<file path="src/rtl/core/pst_pkg.sv">
// shared types, codes and constants of the stream tokenizer
`timescale 1ns / 1ps
package pst_pkg;

	localparam int unsigned CfgAddrW = 1;

	// configuration register indexes
	localparam logic [CfgAddrW-1:0] CFG_CODES_LOW  = 1'b0;
	localparam logic [CfgAddrW-1:0] CFG_CODES_HIGH = 1'b1;

	// token kinds
	localparam logic [3:0] K_NULL   = 4'd0;
	localparam logic [3:0] K_BOOL   = 4'd1;
	localparam logic [3:0] K_INT    = 4'd2;
	localparam logic [3:0] K_FLOAT  = 4'd3;
	localparam logic [3:0] K_STR    = 4'd4;
	localparam logic [3:0] K_BYTES  = 4'd5;
	localparam logic [3:0] K_LIST   = 4'd6;
	localparam logic [3:0] K_MAP    = 4'd7;
	localparam logic [3:0] K_STRUCT = 4'd8;
	localparam logic [3:0] K_PAY    = 4'd9;
	localparam logic [3:0] K_ERR    = 4'd10;

	// error codes
	localparam logic [1:0] E_NONE     = 2'd0;
	localparam logic [1:0] E_MARKER   = 2'd1;
	localparam logic [1:0] E_NEG_SIZE = 2'd2;
	localparam logic [1:0] E_SIG      = 2'd3;

	// fixed markers
	localparam logic [7:0] M_NULL    = 8'hC0;
	localparam logic [7:0] M_FLOAT   = 8'hC1;
	localparam logic [7:0] M_FALSE   = 8'hC2;
	localparam logic [7:0] M_TRUE    = 8'hC3;
	localparam logic [7:0] M_INT8    = 8'hC8;
	localparam logic [7:0] M_INT16   = 8'hC9;
	localparam logic [7:0] M_INT32   = 8'hCA;
	localparam logic [7:0] M_INT64   = 8'hCB;
	localparam logic [7:0] M_BYTES8  = 8'hCC;
	localparam logic [7:0] M_BYTES16 = 8'hCD;
	localparam logic [7:0] M_BYTES32 = 8'hCE;
	localparam logic [7:0] M_STR8    = 8'hD0;
	localparam logic [7:0] M_STR16   = 8'hD1;
	localparam logic [7:0] M_STR32   = 8'hD2;
	localparam logic [7:0] M_LIST8   = 8'hD4;
	localparam logic [7:0] M_LIST16  = 8'hD5;
	localparam logic [7:0] M_LIST32  = 8'hD6;
	localparam logic [7:0] M_MAP8    = 8'hD8;
	localparam logic [7:0] M_MAP16   = 8'hD9;
	localparam logic [7:0] M_MAP32   = 8'hDA;

	// marker high nibbles
	localparam logic [3:0] N_TINY_STR  = 4'h8;
	localparam logic [3:0] N_TINY_LIST = 4'h9;
	localparam logic [3:0] N_TINY_MAP  = 4'hA;
	localparam logic [3:0] N_TINY_SIG  = 4'hB;
	localparam logic [3:0] N_NEG_INT   = 4'hF;

	typedef enum logic [3:0] {
		PH_MARKER  = 4'b0001,
		PH_HEADER  = 4'b0010,
		PH_SIG     = 4'b0100,
		PH_PAYLOAD = 4'b1000
	} phase_t;

	typedef struct packed {
		phase_t      phase;
		logic [3:0]  pending_kind;
		logic [3:0]  hdr_left;
		logic [3:0]  hdr_width;
		logic [63:0] acc;
		logic [30:0] pay_left;
		logic        halted;
	} state_t;

	localparam state_t ST_CLEAR = '{
		phase:        PH_MARKER,
		pending_kind: 4'd0,
		hdr_left:     4'd0,
		hdr_width:    4'd0,
		acc:          64'd0,
		pay_left:     31'd0,
		halted:       1'b0
	};

	typedef struct packed {
		logic [3:0]         kind;
		logic signed [63:0] value;
		logic [7:0]         code;
		logic [1:0]         err;
		logic               last;
	} token_t;

	typedef struct packed {
		logic [63:0] low;
		logic [63:0] high;
	} codes_t;

endpackage

</file>
<file path="src/rtl/core/pst_in_if.sv">
// input byte channel of the stream tokenizer
`timescale 1ns / 1ps
interface pst_in_if;
	logic       valid;
	logic       ready;
	logic [7:0] data_byte;
	logic       restart;

	modport source (output valid, output data_byte, output restart, input ready);
	modport sink (input valid, input data_byte, input restart, output ready);
endinterface

</file>
<file path="src/rtl/core/pst_out_if.sv">
// token output channel of the stream tokenizer
`timescale 1ns / 1ps
interface pst_out_if;
	logic               valid;
	logic               ready;
	logic [3:0]         token_kind;
	logic signed [63:0] token_value;
	logic [7:0]         struct_code;
	logic [1:0]         error_code;
	logic               last_payload;

	modport source (
		output valid, output token_kind, output token_value, output struct_code,
		output error_code, output last_payload, input ready
	);
	modport sink (
		input valid, input token_kind, input token_value, input struct_code,
		input error_code, input last_payload, output ready
	);
endinterface

</file>
<file path="src/rtl/core/pst_cfg_if.sv">
// configuration write channel of the stream tokenizer
`timescale 1ns / 1ps
interface pst_cfg_if;
	logic                           valid;
	logic                           ready;
	logic [pst_pkg::CfgAddrW-1:0]   addr;
	logic [63:0]                    wdata;

	modport source (output valid, output addr, output wdata, input ready);
	modport sink (input valid, input addr, input wdata, output ready);
endinterface

</file>
<file path="src/rtl/core/pst_cfg_regs.sv">
// accepted signature registers
`timescale 1ns / 1ps
module pst_cfg_regs (
	input  logic            clk,
	input  logic            arst_n,
	pst_cfg_if.sink         cfg,
	output pst_pkg::codes_t codes
);

	logic [63:0] codes_low_q;
	logic [63:0] codes_high_q;

	assign cfg.ready = 1'b1;

	always_ff @(posedge clk or negedge arst_n) begin
		if (!arst_n) begin
			codes_low_q  <= '1;
			codes_high_q <= '1;
		end else if (cfg.valid) begin
			case (cfg.addr)
				pst_pkg::CFG_CODES_LOW:  codes_low_q  <= cfg.wdata;
				pst_pkg::CFG_CODES_HIGH: codes_high_q <= cfg.wdata;
				default: ;
			endcase
		end
	end

	assign codes.low  = codes_low_q;
	assign codes.high = codes_high_q;

endmodule

</file>
<file path="src/rtl/core/pst_step.sv">
// next-state and token logic for one stream byte
`timescale 1ns / 1ps
module pst_step (
	input  pst_pkg::state_t cur,
	input  logic [7:0]      data_byte,
	input  logic            restart,
	input  pst_pkg::codes_t codes,
	output pst_pkg::state_t nxt,
	output logic            emit,
	output pst_pkg::token_t tok
);

	pst_pkg::state_t st;
	logic [63:0]     acc_sh;
	logic [3:0]      hdr_dec;
	logic [30:0]     pay_dec;
	logic            sig_ok;
	logic            hdr_start;
	logic [3:0]      hdr_kind;
	logic [3:0]      hdr_n;
	logic            fail_en;
	logic [1:0]      fail_err;
	logic            size_en;
	logic [3:0]      size_kind;
	logic [31:0]     size_val;
	logic [63:0]     int_val;

	always_comb begin
		st        = restart ? pst_pkg::ST_CLEAR : cur;
		nxt       = st;
		emit      = 1'b0;
		tok       = '0;
		hdr_start = 1'b0;
		hdr_kind  = pst_pkg::K_NULL;
		hdr_n     = 4'd0;
		fail_en   = 1'b0;
		fail_err  = pst_pkg::E_NONE;
		size_en   = 1'b0;
		size_kind = pst_pkg::K_NULL;
		size_val  = 32'd0;
		acc_sh    = {st.acc[55:0], data_byte};
		hdr_dec   = (st.hdr_left != 4'd0) ? st.hdr_left - 4'd1 : 4'd0;
		pay_dec   = (st.pay_left != 31'd0) ? st.pay_left - 31'd1 : 31'd0;
		int_val   = acc_sh;

		if (data_byte[7]) begin
			sig_ok = 1'b0;
		end else if (data_byte[6]) begin
			sig_ok = codes.high[data_byte[5:0]];
		end else begin
			sig_ok = codes.low[data_byte[5:0]];
		end

		case (st.hdr_width)
			4'd1:    int_val = {{56{acc_sh[7]}}, acc_sh[7:0]};
			4'd2:    int_val = {{48{acc_sh[15]}}, acc_sh[15:0]};
			4'd4:    int_val = {{32{acc_sh[31]}}, acc_sh[31:0]};
			default: int_val = acc_sh;
		endcase

		if (restart || !cur.halted) begin
			nxt.phase = pst_pkg::PH_MARKER;
			case (st.phase)
				pst_pkg::PH_HEADER: begin
					nxt.acc      = acc_sh;
					nxt.hdr_left = hdr_dec;
					if (hdr_dec != 4'd0) begin
						nxt.phase = pst_pkg::PH_HEADER;
					end else if (st.pending_kind == pst_pkg::K_INT) begin
						emit       = 1'b1;
						tok.kind   = pst_pkg::K_INT;
						tok.value  = int_val;
					end else if (st.pending_kind == pst_pkg::K_FLOAT) begin
						emit       = 1'b1;
						tok.kind   = pst_pkg::K_FLOAT;
						tok.value  = acc_sh;
					end else if (acc_sh[31]) begin
						fail_en  = 1'b1;
						fail_err = pst_pkg::E_NEG_SIZE;
					end else begin
						size_en   = 1'b1;
						size_kind = st.pending_kind;
						size_val  = {1'b0, acc_sh[30:0]};
					end
				end
				pst_pkg::PH_SIG: begin
					if (!sig_ok) begin
						fail_en  = 1'b1;
						fail_err = pst_pkg::E_SIG;
					end else begin
						emit      = 1'b1;
						tok.kind  = pst_pkg::K_STRUCT;
						tok.value = {60'd0, st.acc[3:0]};
						tok.code  = data_byte;
					end
				end
				pst_pkg::PH_PAYLOAD: begin
					emit         = 1'b1;
					tok.kind     = pst_pkg::K_PAY;
					tok.value    = {56'd0, data_byte};
					nxt.pay_left = pay_dec;
					if (pay_dec == 31'd0) begin
						tok.last = 1'b1;
					end else begin
						nxt.phase = pst_pkg::PH_PAYLOAD;
					end
				end
				default: begin
					if (!data_byte[7]) begin
						emit      = 1'b1;
						tok.kind  = pst_pkg::K_INT;
						tok.value = {56'd0, data_byte};
					end else if (data_byte[7:4] == pst_pkg::N_NEG_INT) begin
						emit      = 1'b1;
						tok.kind  = pst_pkg::K_INT;
						tok.value = {{56{1'b1}}, data_byte};
					end else if (data_byte[7:4] == pst_pkg::N_TINY_STR) begin
						size_en   = 1'b1;
						size_kind = pst_pkg::K_STR;
						size_val  = {28'd0, data_byte[3:0]};
					end else if (data_byte[7:4] == pst_pkg::N_TINY_LIST) begin
						size_en   = 1'b1;
						size_kind = pst_pkg::K_LIST;
						size_val  = {28'd0, data_byte[3:0]};
					end else if (data_byte[7:4] == pst_pkg::N_TINY_MAP) begin
						size_en   = 1'b1;
						size_kind = pst_pkg::K_MAP;
						size_val  = {28'd0, data_byte[3:0]};
					end else if (data_byte[7:4] == pst_pkg::N_TINY_SIG) begin
						nxt.phase        = pst_pkg::PH_SIG;
						nxt.pending_kind = pst_pkg::K_STRUCT;
						nxt.acc          = {60'd0, data_byte[3:0]};
					end else begin
						case (data_byte)
							pst_pkg::M_NULL: begin
								emit     = 1'b1;
								tok.kind = pst_pkg::K_NULL;
							end
							pst_pkg::M_FALSE: begin
								emit     = 1'b1;
								tok.kind = pst_pkg::K_BOOL;
							end
							pst_pkg::M_TRUE: begin
								emit      = 1'b1;
								tok.kind  = pst_pkg::K_BOOL;
								tok.value = 64'sd1;
							end
							pst_pkg::M_FLOAT: begin
								hdr_start = 1'b1; hdr_kind = pst_pkg::K_FLOAT; hdr_n = 4'd8;
							end
							pst_pkg::M_INT8: begin
								hdr_start = 1'b1; hdr_kind = pst_pkg::K_INT; hdr_n = 4'd1;
							end
							pst_pkg::M_INT16: begin
								hdr_start = 1'b1; hdr_kind = pst_pkg::K_INT; hdr_n = 4'd2;
							end
							pst_pkg::M_INT32: begin
								hdr_start = 1'b1; hdr_kind = pst_pkg::K_INT; hdr_n = 4'd4;
							end
							pst_pkg::M_INT64: begin
								hdr_start = 1'b1; hdr_kind = pst_pkg::K_INT; hdr_n = 4'd8;
							end
							pst_pkg::M_BYTES8: begin
								hdr_start = 1'b1; hdr_kind = pst_pkg::K_BYTES; hdr_n = 4'd1;
							end
							pst_pkg::M_BYTES16: begin
								hdr_start = 1'b1; hdr_kind = pst_pkg::K_BYTES; hdr_n = 4'd2;
							end
							pst_pkg::M_BYTES32: begin
								hdr_start = 1'b1; hdr_kind = pst_pkg::K_BYTES; hdr_n = 4'd4;
							end
							pst_pkg::M_STR8: begin
								hdr_start = 1'b1; hdr_kind = pst_pkg::K_STR; hdr_n = 4'd1;
							end
							pst_pkg::M_STR16: begin
								hdr_start = 1'b1; hdr_kind = pst_pkg::K_STR; hdr_n = 4'd2;
							end
							pst_pkg::M_STR32: begin
								hdr_start = 1'b1; hdr_kind = pst_pkg::K_STR; hdr_n = 4'd4;
							end
							pst_pkg::M_LIST8: begin
								hdr_start = 1'b1; hdr_kind = pst_pkg::K_LIST; hdr_n = 4'd1;
							end
							pst_pkg::M_LIST16: begin
								hdr_start = 1'b1; hdr_kind = pst_pkg::K_LIST; hdr_n = 4'd2;
							end
							pst_pkg::M_LIST32: begin
								hdr_start = 1'b1; hdr_kind = pst_pkg::K_LIST; hdr_n = 4'd4;
							end
							pst_pkg::M_MAP8: begin
								hdr_start = 1'b1; hdr_kind = pst_pkg::K_MAP; hdr_n = 4'd1;
							end
							pst_pkg::M_MAP16: begin
								hdr_start = 1'b1; hdr_kind = pst_pkg::K_MAP; hdr_n = 4'd2;
							end
							pst_pkg::M_MAP32: begin
								hdr_start = 1'b1; hdr_kind = pst_pkg::K_MAP; hdr_n = 4'd4;
							end
							default: begin
								fail_en  = 1'b1;
								fail_err = pst_pkg::E_MARKER;
							end
						endcase
					end
				end
			endcase

			// start gathering header bytes
			if (hdr_start) begin
				nxt.phase        = pst_pkg::PH_HEADER;
				nxt.pending_kind = hdr_kind;
				nxt.hdr_left     = hdr_n;
				nxt.hdr_width    = hdr_n;
				nxt.acc          = 64'd0;
			end

			// size or count header, string and bytes with a nonzero size go on to payload
			if (size_en) begin
				emit      = 1'b1;
				tok.kind  = size_kind;
				tok.value = {32'd0, size_val};
				if ((size_kind == pst_pkg::K_STR || size_kind == pst_pkg::K_BYTES)
						&& size_val != 32'd0) begin
					nxt.phase    = pst_pkg::PH_PAYLOAD;
					nxt.pay_left = size_val[30:0];
				end
			end

			// error token, then halt until restart
			if (fail_en) begin
				emit         = 1'b1;
				tok          = '0;
				tok.kind     = pst_pkg::K_ERR;
				tok.err      = fail_err;
				nxt.halted   = 1'b1;
				nxt.phase    = pst_pkg::PH_MARKER;
				nxt.hdr_left = 4'd0;
				nxt.pay_left = 31'd0;
			end
		end
	end

endmodule

</file>
<file path="src/rtl/core/packstream_stream_tokenizer_core.sv">
// top level of the packstream stream tokenizer
`timescale 1ns / 1ps
// Takes one serialized byte per request on in_ch and gives at most one flat
// token per byte on out_ch (null, bool, int, float, string/bytes/list/map
// and structure headers, string and bytes payload bytes with the last one
// flagged, and error tokens). A byte is registered, decoded against the
// tokenizer state and its token lands in the result register; one byte
// every cycle is sustained while out_ch does not stall. While a token
// waits on out_ch, in_ch is ready only if the input register is empty.
// After an error token nothing comes out until a byte arrives with restart
// set. The cfg channel is always ready and writes the accepted signature
// masks (address 0 codes 0..63, address 1 codes 64..127; codes 128..255
// are always rejected); write it only while no request is in flight.
module packstream_stream_tokenizer_core (
	input logic        clk,
	input logic        arst_n,
	pst_in_if.sink     in_ch,
	pst_out_if.source  out_ch,
	pst_cfg_if.sink    cfg
);

	logic            valid_s1;
	logic [7:0]      byte_s1;
	logic            restart_s1;
	logic            valid_s2;
	pst_pkg::token_t tok_s2;
	pst_pkg::state_t st_q;
	pst_pkg::state_t st_nxt;
	pst_pkg::codes_t codes;
	pst_pkg::token_t step_tok;
	logic            step_emit;
	logic            out_free;
	logic            adv;
	logic            out_load;

	pst_cfg_regs u_cfg (
		.clk    (clk),
		.arst_n (arst_n),
		.cfg    (cfg),
		.codes  (codes)
	);

	pst_step u_step (
		.cur       (st_q),
		.data_byte (byte_s1),
		.restart   (restart_s1),
		.codes     (codes),
		.nxt       (st_nxt),
		.emit      (step_emit),
		.tok       (step_tok)
	);

	assign out_free    = !valid_s2 || out_ch.ready;
	assign adv         = valid_s1 && out_free;
	assign out_load    = adv && step_emit;
	assign in_ch.ready = !valid_s1 || out_free;

	always_ff @(posedge clk or negedge arst_n) begin
		if (!arst_n) begin
			valid_s1 <= 1'b0;
			valid_s2 <= 1'b0;
			st_q     <= pst_pkg::ST_CLEAR;
		end else begin
			if (in_ch.ready) begin
				valid_s1 <= in_ch.valid;
			end
			if (out_free) begin
				valid_s2 <= out_load;
			end
			if (adv) begin
				st_q <= st_nxt;
			end
		end
	end

	always_ff @(posedge clk) begin
		if (in_ch.valid && in_ch.ready) begin
			byte_s1    <= in_ch.data_byte;
			restart_s1 <= in_ch.restart;
		end
		if (out_load) begin
			tok_s2 <= step_tok;
		end
	end

	assign out_ch.valid        = valid_s2;
	assign out_ch.token_kind   = tok_s2.kind;
	assign out_ch.token_value  = tok_s2.value;
	assign out_ch.struct_code  = tok_s2.code;
	assign out_ch.error_code   = tok_s2.err;
	assign out_ch.last_payload = tok_s2.last;

	// an error token always leaves the block halted
	a_err_halts: assert property (@(posedge clk) disable iff (!arst_n)
		(out_load && step_tok.kind == pst_pkg::K_ERR) |=> st_q.halted)
		else $error("error token without halt");

	// the last payload byte returns to marker decoding
	a_last_to_marker: assert property (@(posedge clk) disable iff (!arst_n)
		(out_load && step_tok.last) |=> (st_q.phase == pst_pkg::PH_MARKER))
		else $error("last payload byte did not end the payload");

	// halted and no restart means no token
	a_halt_silent: assert property (@(posedge clk) disable iff (!arst_n)
		(adv && st_q.halted && !restart_s1) |-> !step_emit)
		else $error("token produced while halted");

	// a signature only appears on structure headers
	a_code_on_struct: assert property (@(posedge clk) disable iff (!arst_n)
		(valid_s2 && tok_s2.code != 8'd0) |-> (tok_s2.kind == pst_pkg::K_STRUCT))
		else $error("struct code on a non-structure token");

endmodule
</file>
<file path="src/flat_wrapper.sv">
// flat-port wrapper written by rule: the top's interface ports become plain ports
module packstream_stream_tokenizer_core_flat 
  (clk, arst_n, in_ch_valid, in_ch_data_byte, in_ch_restart, in_ch_ready, out_ch_valid, out_ch_token_kind, out_ch_token_value, out_ch_struct_code, out_ch_error_code, out_ch_last_payload, out_ch_ready, cfg_valid, cfg_addr, cfg_wdata, cfg_ready);
  pst_in_if in_ch_i ();
  pst_out_if out_ch_i ();
  pst_cfg_if cfg_i ();
  input logic clk;
  input logic arst_n;
  input wire logic [$bits(in_ch_i.valid)-1:0] in_ch_valid;
  input wire logic [$bits(in_ch_i.data_byte)-1:0] in_ch_data_byte;
  input wire logic [$bits(in_ch_i.restart)-1:0] in_ch_restart;
  output wire logic [$bits(in_ch_i.ready)-1:0] in_ch_ready;
  output wire logic [$bits(out_ch_i.valid)-1:0] out_ch_valid;
  output wire logic [$bits(out_ch_i.token_kind)-1:0] out_ch_token_kind;
  output wire logic [$bits(out_ch_i.token_value)-1:0] out_ch_token_value;
  output wire logic [$bits(out_ch_i.struct_code)-1:0] out_ch_struct_code;
  output wire logic [$bits(out_ch_i.error_code)-1:0] out_ch_error_code;
  output wire logic [$bits(out_ch_i.last_payload)-1:0] out_ch_last_payload;
  input wire logic [$bits(out_ch_i.ready)-1:0] out_ch_ready;
  input wire logic [$bits(cfg_i.valid)-1:0] cfg_valid;
  input wire logic [$bits(cfg_i.addr)-1:0] cfg_addr;
  input wire logic [$bits(cfg_i.wdata)-1:0] cfg_wdata;
  output wire logic [$bits(cfg_i.ready)-1:0] cfg_ready;
  assign in_ch_i.valid = in_ch_valid;
  assign in_ch_i.data_byte = in_ch_data_byte;
  assign in_ch_i.restart = in_ch_restart;
  assign in_ch_ready = in_ch_i.ready;
  assign out_ch_valid = out_ch_i.valid;
  assign out_ch_token_kind = out_ch_i.token_kind;
  assign out_ch_token_value = out_ch_i.token_value;
  assign out_ch_struct_code = out_ch_i.struct_code;
  assign out_ch_error_code = out_ch_i.error_code;
  assign out_ch_last_payload = out_ch_i.last_payload;
  assign out_ch_i.ready = out_ch_ready;
  assign cfg_i.valid = cfg_valid;
  assign cfg_i.addr = cfg_addr;
  assign cfg_i.wdata = cfg_wdata;
  assign cfg_ready = cfg_i.ready;
  packstream_stream_tokenizer_core u_core (.clk(clk), .arst_n(arst_n), .in_ch(in_ch_i), .out_ch(out_ch_i), .cfg(cfg_i));
endmodule
</file>
<file path="config.mk">
export PLATFORM = sky130hd
export DESIGN_NAME = packstream_stream_tokenizer_core_flat
export DESIGN_NICKNAME = d
export VERILOG_FILES = /design/src/rtl/core/pst_pkg.sv /design/src/rtl/core/pst_in_if.sv /design/src/rtl/core/pst_out_if.sv /design/src/rtl/core/pst_cfg_if.sv /design/src/rtl/core/pst_cfg_regs.sv /design/src/rtl/core/pst_step.sv /design/src/rtl/core/packstream_stream_tokenizer_core.sv /design/src/flat_wrapper.sv
export SDC_FILE = /design/constraint.sdc
export NUM_CORES = 1
export LEC_CHECK = 0
export ABC_AREA = 1
export BUFFER_PORTS_ARGS = -buffer_cell sky130_fd_sc_hd__buf_2
export CORE_ASPECT_RATIO = 1.2
export CORE_MARGIN = 2
export CORE_UTILIZATION = 30
export CTS_CLUSTER_SIZE = 16
export DETAILED_ROUTE_END_ITERATION = 10
export GPL_TIMING_DRIVEN = 0
export REMOVE_ABC_BUFFERS = 1
export SYNTH_ARGS = -nofsm -noshare
export SYNTH_HDL_FRONTEND = slang
export SYNTH_SLANG_ARGS = --single-unit
</file>
<file path="constraint.sdc">
create_clock -name clk -period 6.3 [get_ports clk]
set_input_delay 0.63 -clock clk [delete_from_list [all_inputs] [get_ports clk]]
set_output_delay 0.63 -clock clk [all_outputs]
set_load 0.05 [all_outputs]
</file>
==> out/metrics.csv <==
stage,metric,value,unit
global_route,largest net degree at the start of global routing,106,
placement,DPL Wire Length,43.6,mm
timing,Max-slew headroom,11.2,%
layout,multi-input logic area,0.00924,sq mm
logic_synthesis,#FFs+latches synth,322,
pwr,maximum vdd drop,242,uV
placement,Port Buffers,159,
layout,area growth from synthesis to layout,14.7,%
setup_path,CP peak stage delay,0.95,ns
routing,Post-Route WL,64.2,mm
logic_synthesis,register area share after synthesis,43.9,%
floorplanning,row count,102,
global_route,GRT Residual Overflow,0,
timing,f_max,178,MHz
logic_synthesis,Post-synth ARST share,72.7,%
pwr,Pint,4.81,mW
floorplanning,die area,0.0678,sq mm
setup_path,crit path max-delay cell type,edfxtp_1,
timing,Slew Limit Fails,0,
routing,Routed Antenna Nets,0,
timing,Final setup viols,0,
pwr,P_leak,10.2,nW
timing,hold slack,0.240,ns
routing,Via Count,18600,
clock_network,clock buffer depth,3,
placement,routability cong.,0.927,
floorplanning,Die Ht,285,microns
clock_network,Clock transition at path regs,0.06,ns
logic_synthesis,Unique masters post-synth,48,
routing,Via density,5.04,
setup_path,Critical Path End Type,flip-flop,
pwr,sequential share of power,35.8,%
layout,fin nets,2914,
logic_synthesis,Mean Syn Cell Area,7.09,sq um
global_route,vias in the first global route,17800,
pwr,switch share,41.5,%
timing,final hold violation count,0,
pwr,Combinational Power Share,36.6,%
floorplanning,IO Pins,161,
layout,ANT cells,0,
setup_path,crit-path max FO,36,
clock_network,Setup Buffers After CTS,1,
routing,DR pass1 iterations,6,
hold_path,Hold Crit Class,in2async,
placement,placed cell area,0.0213,sq mm
global_route,Overall Global Routing Usage,18.9,%
clock_network,Resized cells post-CTS,0,
pwr,Clock Power Share,27.5,%
floorplanning,core area,0.0648,sq mm
setup_path,critical path class,reg2reg,
routing,Routed WL per cell,17.4,microns
timing,final period utilization,89.3,%
pwr,Psw,3.41,mW
clock_network,CTS tree,yes,
layout,final instance area,0.0226,sq mm
global_route,initial antenna violation count,0,
timing,Worst Max-Slew Pin Slew,1.33,ns
setup_path,"most used cell, CP",nand2_1,
clock_network,total CTS buffers,40,
logic_synthesis,cells after synthesis,2779,
timing,min Tclk post-route,5.63,ns
setup_path,Worst EP required,6.66,ns
logic_synthesis,"EDFF count, synth",88,
logic_synthesis,warnings from Yosys,0,
pwr,power per cell area,364,mW/mm^2
routing,initial drt markers,1711,
floorplanning,Starting Density,30.4,%
timing,RSZ-0062 raised after global routing,false,
setup_path,WP data arrival,5.99,ns
clock_network,root buf cell,clkbuf_16,
setup_path,nature of the critical path startpoint,flip-flop,
clock_network,worst skew pair latency,0.57,ns
timing,clk_skew,0.0224,ns
logic_synthesis,post-synthesis cell area,0.0197,sq mm
setup_path,crit path cell chain,inv_2 > nor2_2 > nand2_1 > nand3_1 > nand2_1 > nand2_1 > nor2_1 > nor2_1 > nor2_1 > nand2_1 > nand2_1 > nand3_2 > nand4_4 > nor2_4 > inv_1 > a21oi_1,
routing,drt drc,0,
run_status,outcome,"finished, final reports clean",
global_route,first-pass GRT wire length,101,mm
clock_network,H-tree depth,2,
logic_synthesis,top_reg_cell synth,dfstp_2,
layout,Sequential Area,0.00866,sq mm
floorplanning,Die Wd,238,microns
clock_network,clk sinks,322,
layout,fill count,7000,
clock_network,CTS hold repair buffers,0,
layout,layout cells sized above 1,15.9,%
job,Max Cap Violations,0,
path summary, 6_finish.rpt:
kind / cells past startpoint / start / slack [ns] / end
worst max-delay path: 16 / u_core.byte_s1[1]$_DFFE_PP_ / 0.67 / u_core.out_ch.token_value[56]$_SDFFCE_PP0P_
worst min-delay path: 1 / arst_n / 0.24 / u_core.u_cfg.codes_high_q[56]$_DFFE_PN1P_
worst max register to register: 16 / u_core.byte_s1[1]$_DFFE_PP_ / 0.67 / u_core.out_ch.token_value[56]$_SDFFCE_PP0P_
worst min register to register: 2 / u_core.st_q[66]$_DFFE_PN0P_ / 0.49 / u_core.st_q[66]$_DFFE_PN0P_
max in group asynchronous: 2 / arst_n / 5.37 / u_core.st_q[98]$_DFFE_PN0P_
min in group clk: 1 / in_ch_data_byte[3] / 0.24 / u_core.byte_s1[3]$_DFFE_PP_
layer usage:
layer / wire length (microns) / track usage, %
met1: 27000 / 23.8
met2: 30700 / 32.0
met3: 3860 / 3.12
met4: 2730 / 7.78
met5: 0 / 0
critical path, delay by kind of cell (launching register included):
family          cells  cell delay [ns]
simple gates       13             3.21
flops               1             0.95
buf+inv             2             0.90
compound gates      1             0.33
flip-flops by register name, summed over array words and instances, names as in the netlist:
register                    flops
u_core.byte_s1                  8
u_core.out_ch.error_code        2
u_core.out_ch.last_payload      1
u_core.out_ch.struct_code       8
u_core.out_ch.token_kind        4
u_core.out_ch.token_value      64
u_core.out_ch.valid             1
u_core.restart_s1               1
u_core.st_q                   104
u_core.u_cfg.codes_high_q      64
u_core.u_cfg.codes_low_q       64
u_core.valid_s1                 1
power groups by stage:
stage / combinational [mW] / clock (mW) / sequential [mW]
2_1_floorplan: 1.70 / 0 / 3.30
3_3_place_gp: 2.87 / 0 / 3.02
3_5_place_dp: 2.99 / 0 / 2.98
4_1_cts: 3.01 / 2.33 / 2.95
5_1_grt: 3.35 / 2.41 / 3.00
6_report: 3.01 / 2.27 / 2.95
metrics by stage:
stage | TNS, ns | instances | util (%) | worst slack (ns) | power (mW)
after global routing | 0 | 3697 | 34.9 | 0.160 | 8.76
after floorplan | -190.22 | 2610 | - | -2.41 | 5.00
after CTS | 0 | 3697 | 34.9 | 0.495 | 8.28
after global placement | -1155.60 | 3601 | 32.0 | -9.24 | 5.89
final | 0 | 3697 | 34.9 | 0.673 | 8.22
after detailed placement | -0.118 | 3622 | 32.9 | -0.0640 | 5.98
layout by cell type (no fill, tap or decap), types with 28 or more instances in the layout:
cell and instances:
nor3_1 28, clkbuf_16 41, dfrtp_1 105, a21oi_1 178, dfstp_2 129, o21ai_0 379
nand3_1 121, nand2_1 836, inv_1 271, nor2_1 229, o21ai_1 42, buf_2 158
edfxtp_1 88
cells by family (layout without fill, tap and decap cells):
logic type      Yosys count  in the layout  synth area share [%]
simple gates           1309           1309                  27.8
compound gates          685            685                  18.6
buf+inv                 459            545                  9.49
flops                   322            322                  43.9
fa+ha+maj                 2              2                 0.127
other cells               2              2                0.0381
layout make-up:
| type | instances | area share [%] |
|---|---|---|
| clock buffer | 52 | 4.81 |
| clock inverter | 22 | 0.814 |
| inverter | 290 | 4.83 |
| multi-input combinational | 1998 | 40.9 |
| sequential | 322 | 38.3 |
| tap | 832 | 4.61 |
| timing repair buffer | 181 | 5.77 |
synthesized netlist by cell type (all sizes together), types with 2 or more instances:
| cell | n | area (sq um) |
|---|---|---|
| nor4 | 6 | 37.5 |
| a22oi | 16 | 120 |
| ha | 2 | 25.0 |
| o21ai | 425 | 2140 |
| nor2 | 259 | 1100 |
| o22ai | 4 | 25.0 |
| clkbuf | 102 | 383 |
| buf | 67 | 397 |
| nand2 | 855 | 3260 |
| a21oi | 178 | 891 |
| dfstp | 129 | 3390 |
| a31oi | 5 | 31.3 |
| nor3 | 34 | 201 |
| a221oi | 9 | 78.8 |
| nand4 | 28 | 205 |
| dfrtp | 105 | 2630 |
| inv | 289 | 1090 |
| conb | 2 | 7.51 |
| o21bai | 4 | 30.0 |
| a211oi | 4 | 30.0 |
| o221ai | 6 | 52.6 |
| o211ai | 5 | 37.5 |
| o21a | 26 | 195 |
| edfxtp | 88 | 2640 |
| nand3 | 125 | 661 |
No activity file was read; power rests on OpenSTA's default activity.
